[src/rtl/core/msd_pkg.sv]
// ----------------------------------------------------------------------------
// msd_pkg
// Shared types and constants for the Morse sample decoder.
// ----------------------------------------------------------------------------
package msd_pkg;

    // result kinds
    localparam logic [1:0] KIND_LETTER = 2'd0;
    localparam logic [1:0] KIND_SPACE  = 2'd1;
    localparam logic [1:0] KIND_END    = 2'd2;

    // configuration register indexes
    localparam logic CFG_THRESHOLD = 1'b0;
    localparam logic CFG_UNIT_LEN  = 1'b1;

    localparam int SAMPLE_W = 12;
    localparam int UNIT_W   = 8;
    localparam int SYM_W    = 7;
    localparam int IDX_W    = 6;

    localparam logic [SAMPLE_W-1:0] THRESHOLD_RST = 12'd80;
    localparam logic [UNIT_W-1:0]   UNIT_LEN_RST  = 8'd3;

    localparam logic [7:0] SPACE_CHAR = 8'h20;

    localparam int QDEPTH = 4;
    localparam int QPTR_W = 2;

    // binary Morse tree, dot = 2i+1, dash = 2i+2; zero marks an empty node.
    // the last entry is the saturated index and is always empty.
    localparam logic [SYM_W-1:0] MORSE_TREE [64] = '{
        7'h00, 7'h45, 7'h54, 7'h49, 7'h41, 7'h4E, 7'h4D, 7'h53,
        7'h55, 7'h52, 7'h57, 7'h44, 7'h4B, 7'h47, 7'h4F, 7'h48,
        7'h56, 7'h46, 7'h00, 7'h4C, 7'h00, 7'h50, 7'h4A, 7'h42,
        7'h58, 7'h43, 7'h59, 7'h5A, 7'h51, 7'h00, 7'h00, 7'h35,
        7'h34, 7'h00, 7'h33, 7'h00, 7'h00, 7'h00, 7'h32, 7'h00,
        7'h00, 7'h2B, 7'h00, 7'h00, 7'h00, 7'h00, 7'h31, 7'h36,
        7'h3D, 7'h2F, 7'h00, 7'h00, 7'h00, 7'h00, 7'h00, 7'h37,
        7'h00, 7'h00, 7'h00, 7'h38, 7'h00, 7'h39, 7'h30, 7'h00
    };

    // one queue entry: the results caused by one sample (one or two)
    typedef struct packed {
        logic             two;
        logic [1:0]       kind0;
        logic [SYM_W-1:0] sym0;
        logic [1:0]       kind1;
        logic [SYM_W-1:0] sym1;
    } msd_entry_t;

endpackage

[src/rtl/core/msd_front.sv]
// ----------------------------------------------------------------------------
// msd_front
// Config registers, level detection, run timing and tree walk; one sample per
// clock unless q_full; emits a queue entry when a sample causes results.
// ----------------------------------------------------------------------------
module msd_front #(
    parameter int COUNTER_WIDTH = 16
) (
    input  logic                          clk,
    input  logic                          rst_n,
    input  logic                          cfg_we,
    input  logic                          cfg_addr,
    input  logic [11:0]                   cfg_wdata,
    input  logic                          in_valid,
    input  logic [msd_pkg::SAMPLE_W-1:0]  in_sample,
    output logic                          in_ready,
    input  logic                          q_full,
    output logic                          q_push,
    output msd_pkg::msd_entry_t           q_entry
);
    import msd_pkg::*;

    localparam int W = COUNTER_WIDTH + 1;
    localparam logic [1:0] LVL_OFF  = 2'd0;
    localparam logic [1:0] LVL_ON   = 2'd1;
    localparam logic [1:0] LVL_NONE = 2'd2;

    logic [SAMPLE_W-1:0]      threshold_reg;
    logic [UNIT_W-1:0]        unit_len_reg;
    logic                     in_msg_reg, in_msg_next;
    logic [1:0]               prev_reg, prev_next;
    logic [COUNTER_WIDTH-1:0] cnt_reg, cnt_next;
    logic [IDX_W-1:0]         idx_reg, idx_next;

    logic                     accept, on, start, msg;
    logic [1:0]               p;
    logic [COUNTER_WIDTH-1:0] c, c_mid;
    logic [IDX_W-1:0]         ix;
    logic [W-1:0]             cw, u, u3, u7, u8p1;
    logic                     win_u, win_3, win_7;
    logic [IDX_W+1:0]         grow1, grow2;
    logic                     want_letter;
    logic [IDX_W-1:0]         letter_idx;
    logic [SYM_W-1:0]         letter_sym;
    logic                     letter_ok;
    logic                     sec_valid;
    logic [1:0]               sec_kind;
    logic [SYM_W-1:0]         sec_sym;

    // count in [center - dev, center + dev] without wrap
    function automatic logic in_win(input logic [W-1:0] cnt, input logic [W-1:0] center,
                                    input logic [W-1:0] dev);
        in_win = (cnt + dev >= center) && (cnt <= center + dev);
    endfunction

    assign in_ready = !q_full;
    assign accept   = in_valid && in_ready;
    assign on       = in_sample > threshold_reg;
    assign start    = on && !in_msg_reg;
    assign msg      = in_msg_reg || on;
    assign p        = start ? LVL_NONE : prev_reg;
    assign c        = start ? '0 : cnt_reg;
    assign ix       = start ? '0 : idx_reg;

    assign cw   = W'(c);
    assign u    = W'(unit_len_reg);
    assign u3   = (u << 1) + u;
    assign u7   = (u << 3) - u;
    assign u8p1 = (u << 3) + W'(1);

    assign win_u = in_win(cw, u, W'(1));
    assign win_3 = in_win(cw, u3, W'(1));
    assign win_7 = in_win(cw, u7, W'(2));

    // one spare bit so that 2*63+2 does not wrap before saturation
    assign grow1 = {1'b0, ix, 1'b1};
    assign grow2 = {1'b0, ix, 1'b0} + (IDX_W+2)'(2);

    always_comb
    begin
        in_msg_next = in_msg_reg;
        prev_next   = prev_reg;
        c_mid       = c;
        idx_next    = ix;
        want_letter = 1'b0;
        letter_idx  = ix;
        sec_valid   = 1'b0;
        sec_kind    = KIND_LETTER;
        sec_sym     = '0;
        if (msg)
        begin
            in_msg_next = 1'b1;
            if (on)
            begin
                if (p == LVL_OFF)
                begin
                    if (c != '0 && win_3)
                    begin
                        want_letter = 1'b1;
                        idx_next    = '0;
                    end
                    else if (c != '0 && win_7)
                    begin
                        want_letter = 1'b1;
                        sec_valid   = 1'b1;
                        sec_kind    = KIND_SPACE;
                        sec_sym     = SPACE_CHAR[SYM_W-1:0];
                        idx_next    = '0;
                    end
                    c_mid = '0;
                end
                prev_next = LVL_ON;
            end
            else
            begin
                if (p == LVL_ON)
                begin
                    // a just-finished mark resets the count, so no end check
                    if (win_u)
                        idx_next = grow1 > 8'd63 ? 6'd63 : grow1[IDX_W-1:0];
                    else if (win_3)
                        idx_next = grow2 > 8'd63 ? 6'd63 : grow2[IDX_W-1:0];
                    c_mid = '0;
                end
                else if (cw > u8p1)
                begin
                    want_letter = 1'b1;
                    sec_valid   = 1'b1;
                    sec_kind    = KIND_END;
                    sec_sym     = '0;
                    in_msg_next = 1'b0;
                end
                prev_next = LVL_OFF;
            end
        end
        cnt_next = (msg && c_mid != '1) ? c_mid + COUNTER_WIDTH'(1) : c_mid;
    end

    assign letter_sym = MORSE_TREE[letter_idx];
    assign letter_ok  = want_letter && (letter_sym != '0);

    always_comb
    begin
        q_entry = '0;
        if (letter_ok)
        begin
            q_entry.kind0 = KIND_LETTER;
            q_entry.sym0  = letter_sym;
            q_entry.two   = sec_valid;
            q_entry.kind1 = sec_kind;
            q_entry.sym1  = sec_sym;
        end
        else
        begin
            q_entry.kind0 = sec_kind;
            q_entry.sym0  = sec_sym;
        end
    end

    assign q_push = accept && (letter_ok || sec_valid);

    always_ff @(posedge clk or negedge rst_n)
    begin
        if (!rst_n)
        begin
            threshold_reg <= THRESHOLD_RST;
            unit_len_reg  <= UNIT_LEN_RST;
            in_msg_reg    <= 1'b0;
            prev_reg      <= LVL_NONE;
            cnt_reg       <= '0;
            idx_reg       <= '0;
        end
        else
        begin
            if (cfg_we)
            begin
                case (cfg_addr)
                    CFG_THRESHOLD: threshold_reg <= cfg_wdata;
                    CFG_UNIT_LEN:  unit_len_reg  <= cfg_wdata[UNIT_W-1:0];
                    default:       ;
                endcase
            end
            if (accept)
            begin
                in_msg_reg <= in_msg_next;
                prev_reg   <= prev_next;
                cnt_reg    <= cnt_next;
                idx_reg    <= idx_next;
            end
        end
    end

endmodule

[src/rtl/core/msd_queue.sv]
// ----------------------------------------------------------------------------
// msd_queue
// Short FIFO of result entries between front and back.
// ----------------------------------------------------------------------------
module msd_queue (
    input  logic                clk,
    input  logic                rst_n,
    input  logic                push,
    input  msd_pkg::msd_entry_t push_entry,
    output logic                full,
    output logic                head_valid,
    output msd_pkg::msd_entry_t head_entry,
    input  logic                pop
);
    import msd_pkg::*;

    msd_entry_t        mem [QDEPTH];
    logic [QPTR_W-1:0] wr_ptr_reg, rd_ptr_reg;
    logic [QPTR_W:0]   count_reg;

    assign full       = count_reg == (QPTR_W+1)'(QDEPTH);
    assign head_valid = count_reg != '0;
    assign head_entry = mem[rd_ptr_reg];

    always_ff @(posedge clk)
    begin
        if (push)
            mem[wr_ptr_reg] <= push_entry;
    end

    always_ff @(posedge clk or negedge rst_n)
    begin
        if (!rst_n)
        begin
            wr_ptr_reg <= '0;
            rd_ptr_reg <= '0;
            count_reg  <= '0;
        end
        else
        begin
            if (push)
                wr_ptr_reg <= wr_ptr_reg + QPTR_W'(1);
            if (pop)
                rd_ptr_reg <= rd_ptr_reg + QPTR_W'(1);
            if (push && !pop)
                count_reg <= count_reg + (QPTR_W+1)'(1);
            else if (pop && !push)
                count_reg <= count_reg - (QPTR_W+1)'(1);
        end
    end

endmodule

[src/rtl/core/msd_back.sv]
// ----------------------------------------------------------------------------
// msd_back
// Unpacks queue entries into single results behind an output register.
// ----------------------------------------------------------------------------
module msd_back (
    input  logic                       clk,
    input  logic                       rst_n,
    input  logic                       head_valid,
    input  msd_pkg::msd_entry_t        head_entry,
    output logic                       pop,
    output logic                       out_valid,
    input  logic                       out_ready,
    output logic [1:0]                 out_kind,
    output logic [msd_pkg::SYM_W-1:0]  out_sym,
    output logic                       out_last
);
    import msd_pkg::*;

    logic             valid_reg;
    logic [1:0]       kind_reg;
    logic [SYM_W-1:0] sym_reg;
    logic             last_reg;
    logic             pend_reg;
    logic [1:0]       pend_kind_reg;
    logic [SYM_W-1:0] pend_sym_reg;
    logic             slot_free;

    assign slot_free = !valid_reg || out_ready;
    assign pop       = slot_free && !pend_reg && head_valid;

    assign out_valid = valid_reg;
    assign out_kind  = kind_reg;
    assign out_sym   = sym_reg;
    assign out_last  = last_reg;

    always_ff @(posedge clk or negedge rst_n)
    begin
        if (!rst_n)
        begin
            valid_reg <= 1'b0;
            pend_reg  <= 1'b0;
        end
        else if (slot_free)
        begin
            if (pend_reg)
            begin
                valid_reg <= 1'b1;
                pend_reg  <= 1'b0;
            end
            else
            begin
                valid_reg <= head_valid;
                pend_reg  <= head_valid && head_entry.two;
            end
        end
    end

    always_ff @(posedge clk)
    begin
        if (slot_free)
        begin
            if (pend_reg)
            begin
                kind_reg <= pend_kind_reg;
                sym_reg  <= pend_sym_reg;
                last_reg <= 1'b1;
            end
            else
            begin
                kind_reg      <= head_entry.kind0;
                sym_reg       <= head_entry.sym0;
                last_reg      <= !head_entry.two;
                pend_kind_reg <= head_entry.kind1;
                pend_sym_reg  <= head_entry.sym1;
            end
        end
    end

endmodule

[src/rtl/core/morse_sample_decoder.sv]
// ----------------------------------------------------------------------------
// morse_sample_decoder
// Decodes Morse code from a stream of raw converter samples.
// ----------------------------------------------------------------------------
// Takes one sample per clock. A sample above the threshold register is a
// mark; the first mark starts a message. Mark runs of about one unit add a
// dot, about three units a dash; gaps of about three units close a letter,
// about seven close a letter and add a word space, and a gap longer than
// 8 units + 1 closes the message (pending letter, then an end result). Each
// letter is looked up in the Morse tree and only sent if the node is used.
// Results leave with the kind on m_tuser and the character on m_tdata.
// Rate: s_tready stays high and a sample is taken every clock as long as the
// 4-entry result queue has room. The output side drains one result per clock
// while m_tready is high; a sample that causes two results (letter + space or
// letter + end) holds the output register for both, so the queue fills only
// when results come faster than m_tready takes them. A result is presented
// after its sample passes the queue write and then the output register.
// Config writes take effect on the next clock and are meant for idle times.
// ----------------------------------------------------------------------------
module morse_sample_decoder #(
    parameter int COUNTER_WIDTH = 16
) (
    input  logic        clk,
    input  logic        rst_n,
    // configuration: index 0 threshold, index 1 unit_len
    input  logic        cfg_we,
    input  logic        cfg_addr,
    input  logic [11:0] cfg_wdata,
    // sample input
    input  logic        s_tvalid,
    output logic        s_tready,
    input  logic [15:0] s_tdata,   // [11:0] sample
    // decoded results
    output logic        m_tvalid,
    input  logic        m_tready,
    output logic [7:0]  m_tdata,   // [6:0] symbol
    output logic [1:0]  m_tuser,   // [1:0] kind
    output logic        m_tlast
);
    import msd_pkg::*;

    logic             q_push, q_full, q_head_valid, q_pop;
    msd_entry_t       q_in, q_head;
    logic [1:0]       out_kind;
    logic [SYM_W-1:0] out_sym;

    // front: state update and classification
    msd_front #(
        .COUNTER_WIDTH(COUNTER_WIDTH)
    ) u_front (
        .clk       (clk),
        .rst_n     (rst_n),
        .cfg_we    (cfg_we),
        .cfg_addr  (cfg_addr),
        .cfg_wdata (cfg_wdata),
        .in_valid  (s_tvalid),
        .in_sample (s_tdata[SAMPLE_W-1:0]),
        .in_ready  (s_tready),
        .q_full    (q_full),
        .q_push    (q_push),
        .q_entry   (q_in)
    );

    // decouples sample intake from result delivery
    msd_queue u_queue (
        .clk        (clk),
        .rst_n      (rst_n),
        .push       (q_push),
        .push_entry (q_in),
        .full       (q_full),
        .head_valid (q_head_valid),
        .head_entry (q_head),
        .pop        (q_pop)
    );

    // back: one result per transaction
    msd_back u_back (
        .clk        (clk),
        .rst_n      (rst_n),
        .head_valid (q_head_valid),
        .head_entry (q_head),
        .pop        (q_pop),
        .out_valid  (m_tvalid),
        .out_ready  (m_tready),
        .out_kind   (out_kind),
        .out_sym    (out_sym),
        .out_last   (m_tlast)
    );

    assign m_tdata = {1'b0, out_sym};
    assign m_tuser = out_kind;

    // an end-of-message result always closes its sample's results
    a_end_is_last: assert property (@(posedge clk) disable iff (!rst_n)
        (m_tvalid && m_tuser == KIND_END) |-> m_tlast)
        else $error("end result without tlast");

    // a word space always closes its sample's results
    a_space_is_last: assert property (@(posedge clk) disable iff (!rst_n)
        (m_tvalid && m_tuser == KIND_SPACE) |-> m_tlast)
        else $error("space result without tlast");

    // only a letter can be followed by a second result
    a_first_is_letter: assert property (@(posedge clk) disable iff (!rst_n)
        (m_tvalid && !m_tlast) |-> (m_tuser == KIND_LETTER))
        else $error("non-letter result not last");

    // after a first result is taken, the second one follows at once
    a_second_follows: assert property (@(posedge clk) disable iff (!rst_n)
        (m_tvalid && m_tready && !m_tlast) |=> m_tvalid)
        else $error("second result missing");

endmodule

[config.mk]
export PLATFORM = sky130hd
export DESIGN_NAME = morse_sample_decoder
export DESIGN_NICKNAME = d
export VERILOG_FILES = /design/src/rtl/core/msd_pkg.sv /design/src/rtl/core/msd_front.sv /design/src/rtl/core/msd_queue.sv /design/src/rtl/core/msd_back.sv /design/src/rtl/core/morse_sample_decoder.sv
export SDC_FILE = /design/constraint.sdc
export NUM_CORES = 1
export LEC_CHECK = 0
export BUFFER_PORTS_ARGS = -buffer_cell sky130_fd_sc_hd__buf_2
export CAP_MARGIN = 25
export CORE_MARGIN = 8
export CORE_UTILIZATION = 55
export CTS_CLUSTER_DIAMETER = 120
export DETAILED_ROUTE_END_ITERATION = 8
export GPL_TIMING_DRIVEN = 0
export PLACE_DENSITY = 0.73
export REMOVE_ABC_BUFFERS = 1
export SYNTH_ARGS = -nofsm -noshare
export SYNTH_HDL_FRONTEND = slang
export SYNTH_SLANG_ARGS = --single-unit
[constraint.sdc]
create_clock -name clk -period 14.84 [get_ports clk]
set_input_delay 1.484 -clock clk [delete_from_list [all_inputs] [get_ports clk]]
set_output_delay 1.484 -clock clk [all_outputs]
set_load 0.005 [all_outputs]
==> flow_summary.toml, run 1 <==
[status]
status = "finished clean"

[finish]
drive_gt1_share_pct = 11.6
stdcell_count = 1350
diodes = 0
final_core_util_pct = 61.0
largest_reg_flops = 48
nets = 1272
area_growth_pct = 9.05

[detailed_routing]
ant_nets = 0
drt-total-wl_microns = 25700
routed-via-count = 8426
firstDrtPassIters = 5
drt-wirelength-per-cell_microns = 19.0
drc = 0
vias_per_cell = 6.24
initialDrtViolationCount = 588

[clocking]
htree_levels = 4
cts_made_buffers = 17
cts_tree = "yes"
cts_sinks = 114
clkTransAtPathRegs_ns = 0.06
cts_root_buffer = "clkbuf_16"
hold_buffers = 0
ctsResizeCount = 0
cts_buffer_depth = 2
post_cts_buffers = 0
clock_latency_ns = 0.43

[floorplanning]
die_y_microns = 151
die_w_microns = 151
initial_core_util_pct = 56.0
coreArea_sq_um = 18000
io_pins = 47
fp-row-count = 49
die-area_sq_um = 22900

[global_routing]
overflow = 0
antenna_found_initial = 0
gr-max-usage-layer = "met2"
grt_start_max_net_pins = 38
use_met2_pct = 38.7
grt_pass1_vias = 8181
use_met3_pct = 4.75
grt_pass1_wl_microns = 41800
track_usage_pct = 23.0
gr-usage-met1_pct = 28.9

[worst_setup_path]
cp_max_fo = 32
crit_type = "in2reg"
critPathArrivalTime_ns = 8.83
cp.required_ns = 15.19
crit_path_end_kind = "flop"
r2r_cells = 27
start_kind = "primary input"
r2r_setup_slack_ns = 7.15
r2r_end = "u_queue.count_reg[2]$_DFFE_PN0P_"
r2r_start = "u_front.threshold_reg[10]$_DFFE_PN0P_"

[logic_synthesis]
synth_cells = 1098
avgSynthCellArea_sq_um = 9.16
synth_ff_type = "edfxtp_1"
syn_area_sq_um = 10100
synth_cell_types = 87
yosys_warnings = 0
synth_top_area_cell = "edfxtp_1"
synthArstFlopShare_pct = 47.4
synth_edf_count = 60
synth.top_cell.area_share_pct = 17.9
synth_commonest_cells = "ha_1, nand2_1, nor2_1"
ys_ff_latch = 114
synth_most_common_cell = "ha_1"
seq_area_frac_synth_pct = 31.4
synth.area.top_cells = "edfxtp_1, ha_1, dfrtp_1"

[timing]
grt_setup_unrepaired = "false"
fin_crit_ns = 8.49
finalSetupViolCount = 0
tightest_slew_ns = 0.925
hold_viol = 0
slew_violations = 0
period_share_pct = 57.2
fmax_ghz = 0.118
skew_ns = 0.0162
setup_slack_ns = 6.35
slew_headroom_pct = 38.1
tns_ns = 0

[power]
power_mw = 1.64
p_leak_nw = 4.64
power_density_nw_per_um2 = 149
ir_drop_uv = 102

[min_path]
worstHoldPathCells = 1
hold_end = "u_front.prev_reg[1]$_DFFE_PN1P_"
hp-class = "reg2reg"
hold_path_startpoint = "u_front.prev_reg[1]$_DFFE_PN1P_"

[run]
drv_cap = 0

[placement]
place_ws_ns = 6.10
dp_cells = 1317
gp_congestion = 0.906
dp_hpwl_microns = 19100
io_buffers = 41
[layer usage]
metal	up-vias	share of wire, %
met5	-	0
met4	0	2.6
met3	52	5.9
met2	272	49
met1	4035	43
li1	4067	-
[logic make-up (layout without fill, tap and decap cells)]
logic type	count (synthesis)	after routing	share of synthesized area, %
simple gates	365	365	18.6
xor+xnor	69	69	6.01
flops	114	114	31.4
mux	34	34	5.21
other cells	1	1	0.0373
compound gates	260	260	17.3
fa+ha+maj	130	130	16.3
buf+inv	125	148	5.09
[through the flow]
step	hold WS, ns	instance area, sq um
after floorplan	0.460	9810
after global placement	0.477	10300
after detailed placement	0.486	10400
after CTS	0.495	10900
after global routing	0.502	11000
final	0.497	11000
[worst max-delay path by stage]
stage | start | to | slack, ns | depth (start not counted)
floorplan | s_tdata[1] | u_queue.count_reg[2]$_DFFE_PN0P_ | 7.67 | 21
global placement | s_tdata[10] | u_queue.count_reg[2]$_DFFE_PN0P_ | 5.93 | 21
detailed placement | s_tdata[10] | u_queue.count_reg[2]$_DFFE_PN0P_ | 6.10 | 27
CTS | s_tdata[10] | u_queue.count_reg[2]$_DFFE_PN0P_ | 6.48 | 27
global route | s_tdata[10] | u_queue.count_reg[2]$_DFFE_PN0P_ | 5.99 | 27
finish | s_tdata[10] | u_queue.count_reg[2]$_DFFE_PN0P_ | 6.35 | 27
[power breakdown]
part,switching (mW),leakage [nW],internal [mW]
registers,0.0660,1.24,0.395
clock network,0.172,0.288,0.238
logic,0.440,3.11,0.325
[cells in the final DEF, fill, tap and decap left out, drive strengths merged, types with 17 or more instances in the layout]
cell / n
nand3: 37
nor2b: 21
inv: 79
clkbuf: 17
dfrtp: 49
and2: 20
xnor2: 53
a31oi: 18
nor3: 26
nand4: 36
nor2: 79
o21ai: 71
buf: 45
a21oi: 62
ha: 128
nand2: 83
edfxtp: 60
[worst max-delay path, cell delays in order]
cell       delay [ns]
buf_2            0.10
ha_1             0.32
a21oi_1          0.15
nand2_1          0.08
a21oi_1          0.68
a31o_2           0.74
nand2_1          0.39
inv_1            0.35
ha_1             0.27
nand3_1          0.12
xor2_1           0.18
nor2_1           0.25
ha_1             0.33
a2111oi_0        0.40
a31oi_1          0.16
o221ai_1         0.17
nor2b_1          0.17
a211o_1          0.37
inv_1            0.15
or3_1            0.46
a31oi_4          0.31
ha_1             0.25
inv_1            0.07
fa_1             0.43
xor2_1           0.17
nor2_1           0.11
xor2_1           0.15
[final cells by class]
cell class	count	area (sq um)
multi-input cells	859	6390
inverters	71	267
clock inverters	15	161
clock buffers	17	425
fillers	1530	7000
repair buffers	45	275
well taps	229	287
flip-flops and latches	114	3160
(Power assumes the default switching activity.)
==> inputs of run 2 (changes only) <==
clock period = 7.85 ns   (was 14.84 ns; I/O delays follow)
==> flow_summary.toml, run 2 (synthesized netlist as in run 1, its figures left out) <==
[status]
status = "finished clean"

[floorplanning]
fp-row-count = 49
die_y_microns = 151
die-area_sq_um = 22900
coreArea_sq_um = 18000
die_w_microns = 151
io_pins = 47
initial_core_util_pct = 56.0

[worst_setup_path]
crit_type = "reg2reg"
slowest_stage = "dfstp_2"
r2r_cells = 27
r2r_start = "u_front.threshold_reg[6]$_DFFE_PN1P_"
cp.required_ns = 8.20
cp_max_fo = 32
startpoint = "u_front.threshold_reg[6]$_DFFE_PN1P_"
r2r_setup_slack_ns = 0.48
r2r_end = "u_queue.count_reg[2]$_DFFE_PN0P_"
critPathArrivalTime_ns = 7.72
start_kind = "flop"
crit_path_end = "u_queue.count_reg[2]$_DFFE_PN0P_"
critical-path-max-stage-delay_ns = 0.52
crit_path_end_kind = "flop"

[detailed_routing]
firstDrtPassIters = 6
ant_nets = 0
routed-via-count = 8411
drt-wirelength-per-cell_microns = 19.0
vias_per_cell = 6.23
drc = 0
drt-total-wl_microns = 25700
initialDrtViolationCount = 615

[timing]
setup_slack_ns = 0.477
slew_headroom_pct = 38.0
hold_viol = 0
slew_violations = 0
fmax_ghz = 0.136
skew_ns = 0.0163
grt_setup_unrepaired = "false"
fin_crit_ns = 7.37
period_share_pct = 93.9
finalSetupViolCount = 0
tns_ns = 0
tightest_slew_ns = 0.927

[finish]
mostFrequentLayoutCells = "ha_1, nand2_1, nor2_1"
nets = 1272
multi_input_area_sq_um = 6400
final_core_util_pct = 61.1
largest_reg_flops = 48
drive_gt1_share_pct = 11.7
regArea_sq_um = 3160
area_growth_pct = 9.17
final_common_cell = "ha_1"
diodes = 0
fillerInstances = 1527

[global_routing]
antenna_found_initial = 0
overflow = 0
grt_pass1_wl_microns = 41800
grt_pass1_vias = 8181
track_usage_pct = 23.0
grt_start_max_net_pins = 38

[clocking]
clock_latency_ns = 0.43
cts_root_buffer = "clkbuf_16"
cts_tree = "yes"
cts_sinks = 114
clkTransAtPathRegs_ns = 0.06
cts_buffer_depth = 2
post_cts_buffers = 0
hold_buffers = 0
htree_levels = 4
cts_made_buffers = 17

[power]
ir_drop_uv = 193
power_mw = 3.10
p_sw_share_pct = 41.5
p_clk_share_pct = 25.1
combPwrFrac_pct = 46.8
p_seq_share_pct = 28.1
p_int_mw = 1.81
p_sw_mw = 1.28
p_leak_nw = 4.65
power_density_nw_per_um2 = 282

[placement]
gp_congestion = 0.906
place_ws_ns = -0.191
dp_hpwl_microns = 19100
io_buffers = 41

[run]
drv_cap = 0

[min_path]
hp-class = "in2async"
## run 2: critical path: cells and delay by family (launching register included)
kind,cells,cell delay [ns]
and+or+nand+nor,9,2.28
AOI/OAI and AO/OA,6,1.81
adders and majority gates,5,1.56
buffers and inverters,4,0.59
DFF,1,0.52
xor gates and xnor gates,3,0.50
## run 2: cell type report
cell class                      instances  area share, %
Timing Repair Buffer                   45           2.51
Sequential cell                       114           28.8
Tap cell                              229           2.61
Clock inverter                         15           1.47
Multi-Input combinational cell        859           58.3
Clock buffer                           17           3.88
Inverter                               71           2.43
## run 2: how the worst min path moves through the flow
| stage | from | slack (ns) | cells after the start | to |
|---|---|---|---|---|
| floorplan | u_front.prev_reg[1]$_DFFE_PN1P_ | 0.46 | 1 | u_front.prev_reg[1]$_DFFE_PN1P_ |
| global placement | u_front.prev_reg[1]$_DFFE_PN1P_ | 0.48 | 1 | u_front.prev_reg[1]$_DFFE_PN1P_ |
| detailed placement | u_queue.count_reg[2]$_DFFE_PN0P_ | 0.49 | 1 | u_queue.count_reg[2]$_DFFE_PN0P_ |
| CTS | rst_n | 0.39 | 1 | u_front.cnt_reg[14]$_DFFE_PN0P_ |
| global route | rst_n | 0.42 | 1 | u_front.cnt_reg[14]$_DFFE_PN0P_ |
| finish | rst_n | 0.38 | 1 | u_front.cnt_reg[12]$_DFFE_PN0P_ |
## run 2: power by group through the flow
stage | logic (mW) | registers (mW) | clock network, mW
finish | 1.45 | 0.871 | 0.776
global route | 1.61 | 0.888 | 0.810
CTS | 1.42 | 0.885 | 0.780
detailed placement | 1.40 | 0.895 | 0
global placement | 1.36 | 0.891 | 0
floorplan | 1.06 | 0.855 | 0
## run 2: timing repair
item | in CTS | in global routing
hold endpoints to repair | 0 | 0
endpoints found under the setup margin | 0 | 14
resized for setup | 0 | 2
## run 2: per-stage QoR
step           instances  hold slack [ns]  cell area, sq um
2_1_floorplan       1044            0.460              9810
3_3_place_gp        1314            0.477             10300
3_5_place_dp        1317            0.486             10400
4_1_cts             1349            0.394             10900
5_1_grt             1350            0.421             11000
6_report            1350            0.384             11000
## run 2: layer usage
metal | global-route usage, % | part of all wire, % | up-vias | routed length [microns]
met1 | 28.9 | 43 | 4003 | 11000
met3 | 4.75 | 6.0 | 55 | 1550
met2 | 38.7 | 48 | 282 | 12400
li1 | - | - | 4071 | -
met5 | 0 | 0 | - | 0
met4 | 7.87 | 2.7 | 0 | 701
==> inputs of run 3 (changes only) <==
CTS_BUF_LIST = sky130_fd_sc_hd__clkbuf_8   (was default)
PLACE_DENSITY = 0.72   (was 0.73)
SYNTH_HIERARCHICAL = 1   (was default)
==> flow_summary.toml, run 3 <==
[logic_synthesis]
syn_area_sq_um = 11500
synthArstFlopShare_pct = 36.2
synth_edf_count = 95
synth_cells = 1163
synth_commonest_cells = "ha_1, edfxtp_1, nand2_1"
synth_top_area_cell = "edfxtp_1"
ys_ff_latch = 149
synth.top_cell.area_share_pct = 24.8
seq_area_frac_synth_pct = 36.6
synth_cell_types = 91
avgSynthCellArea_sq_um = 9.89
synth_ff_type = "edfxtp_1"
synth.area.top_cells = "edfxtp_1, ha_1, dfrtp_1"
yosys_warnings = 6
synth_most_common_cell = "ha_1"

[floorplanning]
die-area_sq_um = 25800
coreArea_sq_um = 20800
fp-row-count = 53
io_pins = 47
die_w_microns = 161
initial_core_util_pct = 55.4
die_y_microns = 161

[worst_setup_path]
crit_path_end_kind = "flop"
slowest_stage = "a311oi_2"
critical-path-max-stage-delay_ns = 0.55
critPathArrivalTime_ns = 7.68
start_kind = "primary input"
crit_type = "in2reg"
cp_max_fo = 21
cp.required_ns = 8.24
cp_common_cell = "ha_1"

[detailed_routing]
ant_nets = 0
drc = 0
routed-via-count = 8865
firstDrtPassIters = 5
initialDrtViolationCount = 593
drt-wirelength-per-cell_microns = 18.6
drt-total-wl_microns = 27300
vias_per_cell = 6.05

[placement]
gp_congestion = 0.951
io_buffers = 41
dp_hpwl_microns = 20200
postPlaceCellArea_sq_um = 11900
place_ws_ns = -0.414

[timing]
fmax_ghz = 0.137
tightest_slew_ns = 0.985
slew_violations = 0
grt_setup_unrepaired = "false"
slew_headroom_pct = 34.3
hold_viol = 0
setup_slack_ns = 0.562
finalSetupViolCount = 0
period_share_pct = 92.8
fin_crit_ns = 7.29
skew_ns = 0.0248

[global_routing]
grt_start_max_net_pins = 35
grt_pass1_vias = 8564
gr-usage-met1_pct = 27.5
use_met2_pct = 34.5
overflow = 0
use_met3_pct = 4.27
grt_pass1_wl_microns = 44500
antenna_found_initial = 0
track_usage_pct = 21.2
gr-max-usage-layer = "met2"

[finish]
drive_gt1_share_pct = 13.4
finish.instance_area_sq_um = 12300
largest_reg_flops = 76
mostFrequentLayoutCells = "ha_1, edfxtp_1, nand2_1"
area_growth_pct = 7.32
diodes = 0
nets = 1340
final_common_cell = "ha_1"

[status]
status = "finished clean"

[run]
drv_cap = 0

[clocking]
clkTransAtPathRegs_ns = 0.10
clock_latency_ns = 0.46
hold_buffers = 0
cts_tree = "yes"
htree_levels = 4
cts_made_buffers = 17
cts_buffer_depth = 2
cts_root_buffer = "clkbuf_8"
cts_sinks = 149

[power]
ir_drop_uv = 140
p_leak_nw = 5.09
power_density_nw_per_um2 = 295

[min_path]
hp-class = "in2async"
run 3: metal layers:
layer / wire, microns / part of all wire, % / vias up
met2: 13000 / 47 / 284
li1: - / - / 4315
met3: 1630 / 6.0 / 51
met1: 11900 / 44 / 4215
met5: 0 / 0 / -
met4: 777 / 2.8 / 0
run 3: cell families after synthesis:
family	count (synthesis)	share of synthesized area, %
fa+ha+maj	129	14.2
simple gates	370	16.5
xor+xnor	71	5.54
mux	48	6.75
buf+inv	131	4.84
other cells	2	0.0653
compound gates	263	15.5
flops	149	36.6
run 3: cell type report:
type	count	area [sq um]
clock buffer	17	234
clock inverter	15	183
fill	1731	8410
inverter	72	270
multi-input combinational	888	6760
sequential	149	4210
tap	275	344
timing repair buffer	49	337
run 3: critical path, delay by kind of cell:
| kind | cells | cell delay (ns) |
|---|---|---|
| AO/OA/AOI/OAI | 8 | 2.51 |
| AND/OR/NAND/NOR | 8 | 1.55 |
| adder cells (fa/ha/maj) | 5 | 1.70 |
| XOR/XNOR | 3 | 0.45 |
| buffers and inverters | 4 | 0.68 |
run 3: what timing repair did:
action                                  CTS  global route
buffers inserted                          0             2
gates resized for setup                   2             3
endpoints found under the setup margin    2            78
pin swaps                                 0             1
gates cloned                              0             0
run 3: stage by stage:
stage	std cells	setup TNS (ns)	power, mW	utilization (%)	hold WS (ns)
after floorplan	1109	0	2.48	-	0.449
after global placement	1425	-75.48	2.92	56.8	0.478
after detailed placement	1430	-29.73	2.98	57.2	0.475
after CTS	1462	0	3.64	59.3	0.297
after global routing	1465	0	3.92	59.5	0.322
final	1465	0	3.64	59.5	0.306
run 3: final timing paths:
path,end,from,depth (start not counted),slack (ns)
setup / recovery,u_queue/count_reg[2]$_DFFE_PN0P_,s_tdata[10],28,0.56
hold / removal,u_front/unit_len_reg[2]$_DFFE_PN0P_,rst_n,1,0.31
setup reg to reg,u_queue/count_reg[2]$_DFFE_PN0P_,u_front/threshold_reg[6]$_DFFE_PN1P_,28,0.56
hold reg to reg,u_queue/count_reg[2]$_DFFE_PN0P_,u_queue/count_reg[2]$_DFFE_PN0P_,1,0.49
max in group asynchronous,u_front/prev_reg[1]$_DFFE_PN1P_,rst_n,2,6.90
min in group clk,u_queue/count_reg[2]$_DFFE_PN0P_,u_queue/count_reg[2]$_DFFE_PN0P_,1,0.49
run 3: power by group:
part | internal, mW | switching [mW] | total (mW)
Clock | 0.298 | 0.349 | 0.646
Combinational | 0.774 | 1.02 | 1.80
Sequential | 1.00 | 0.202 | 1.20
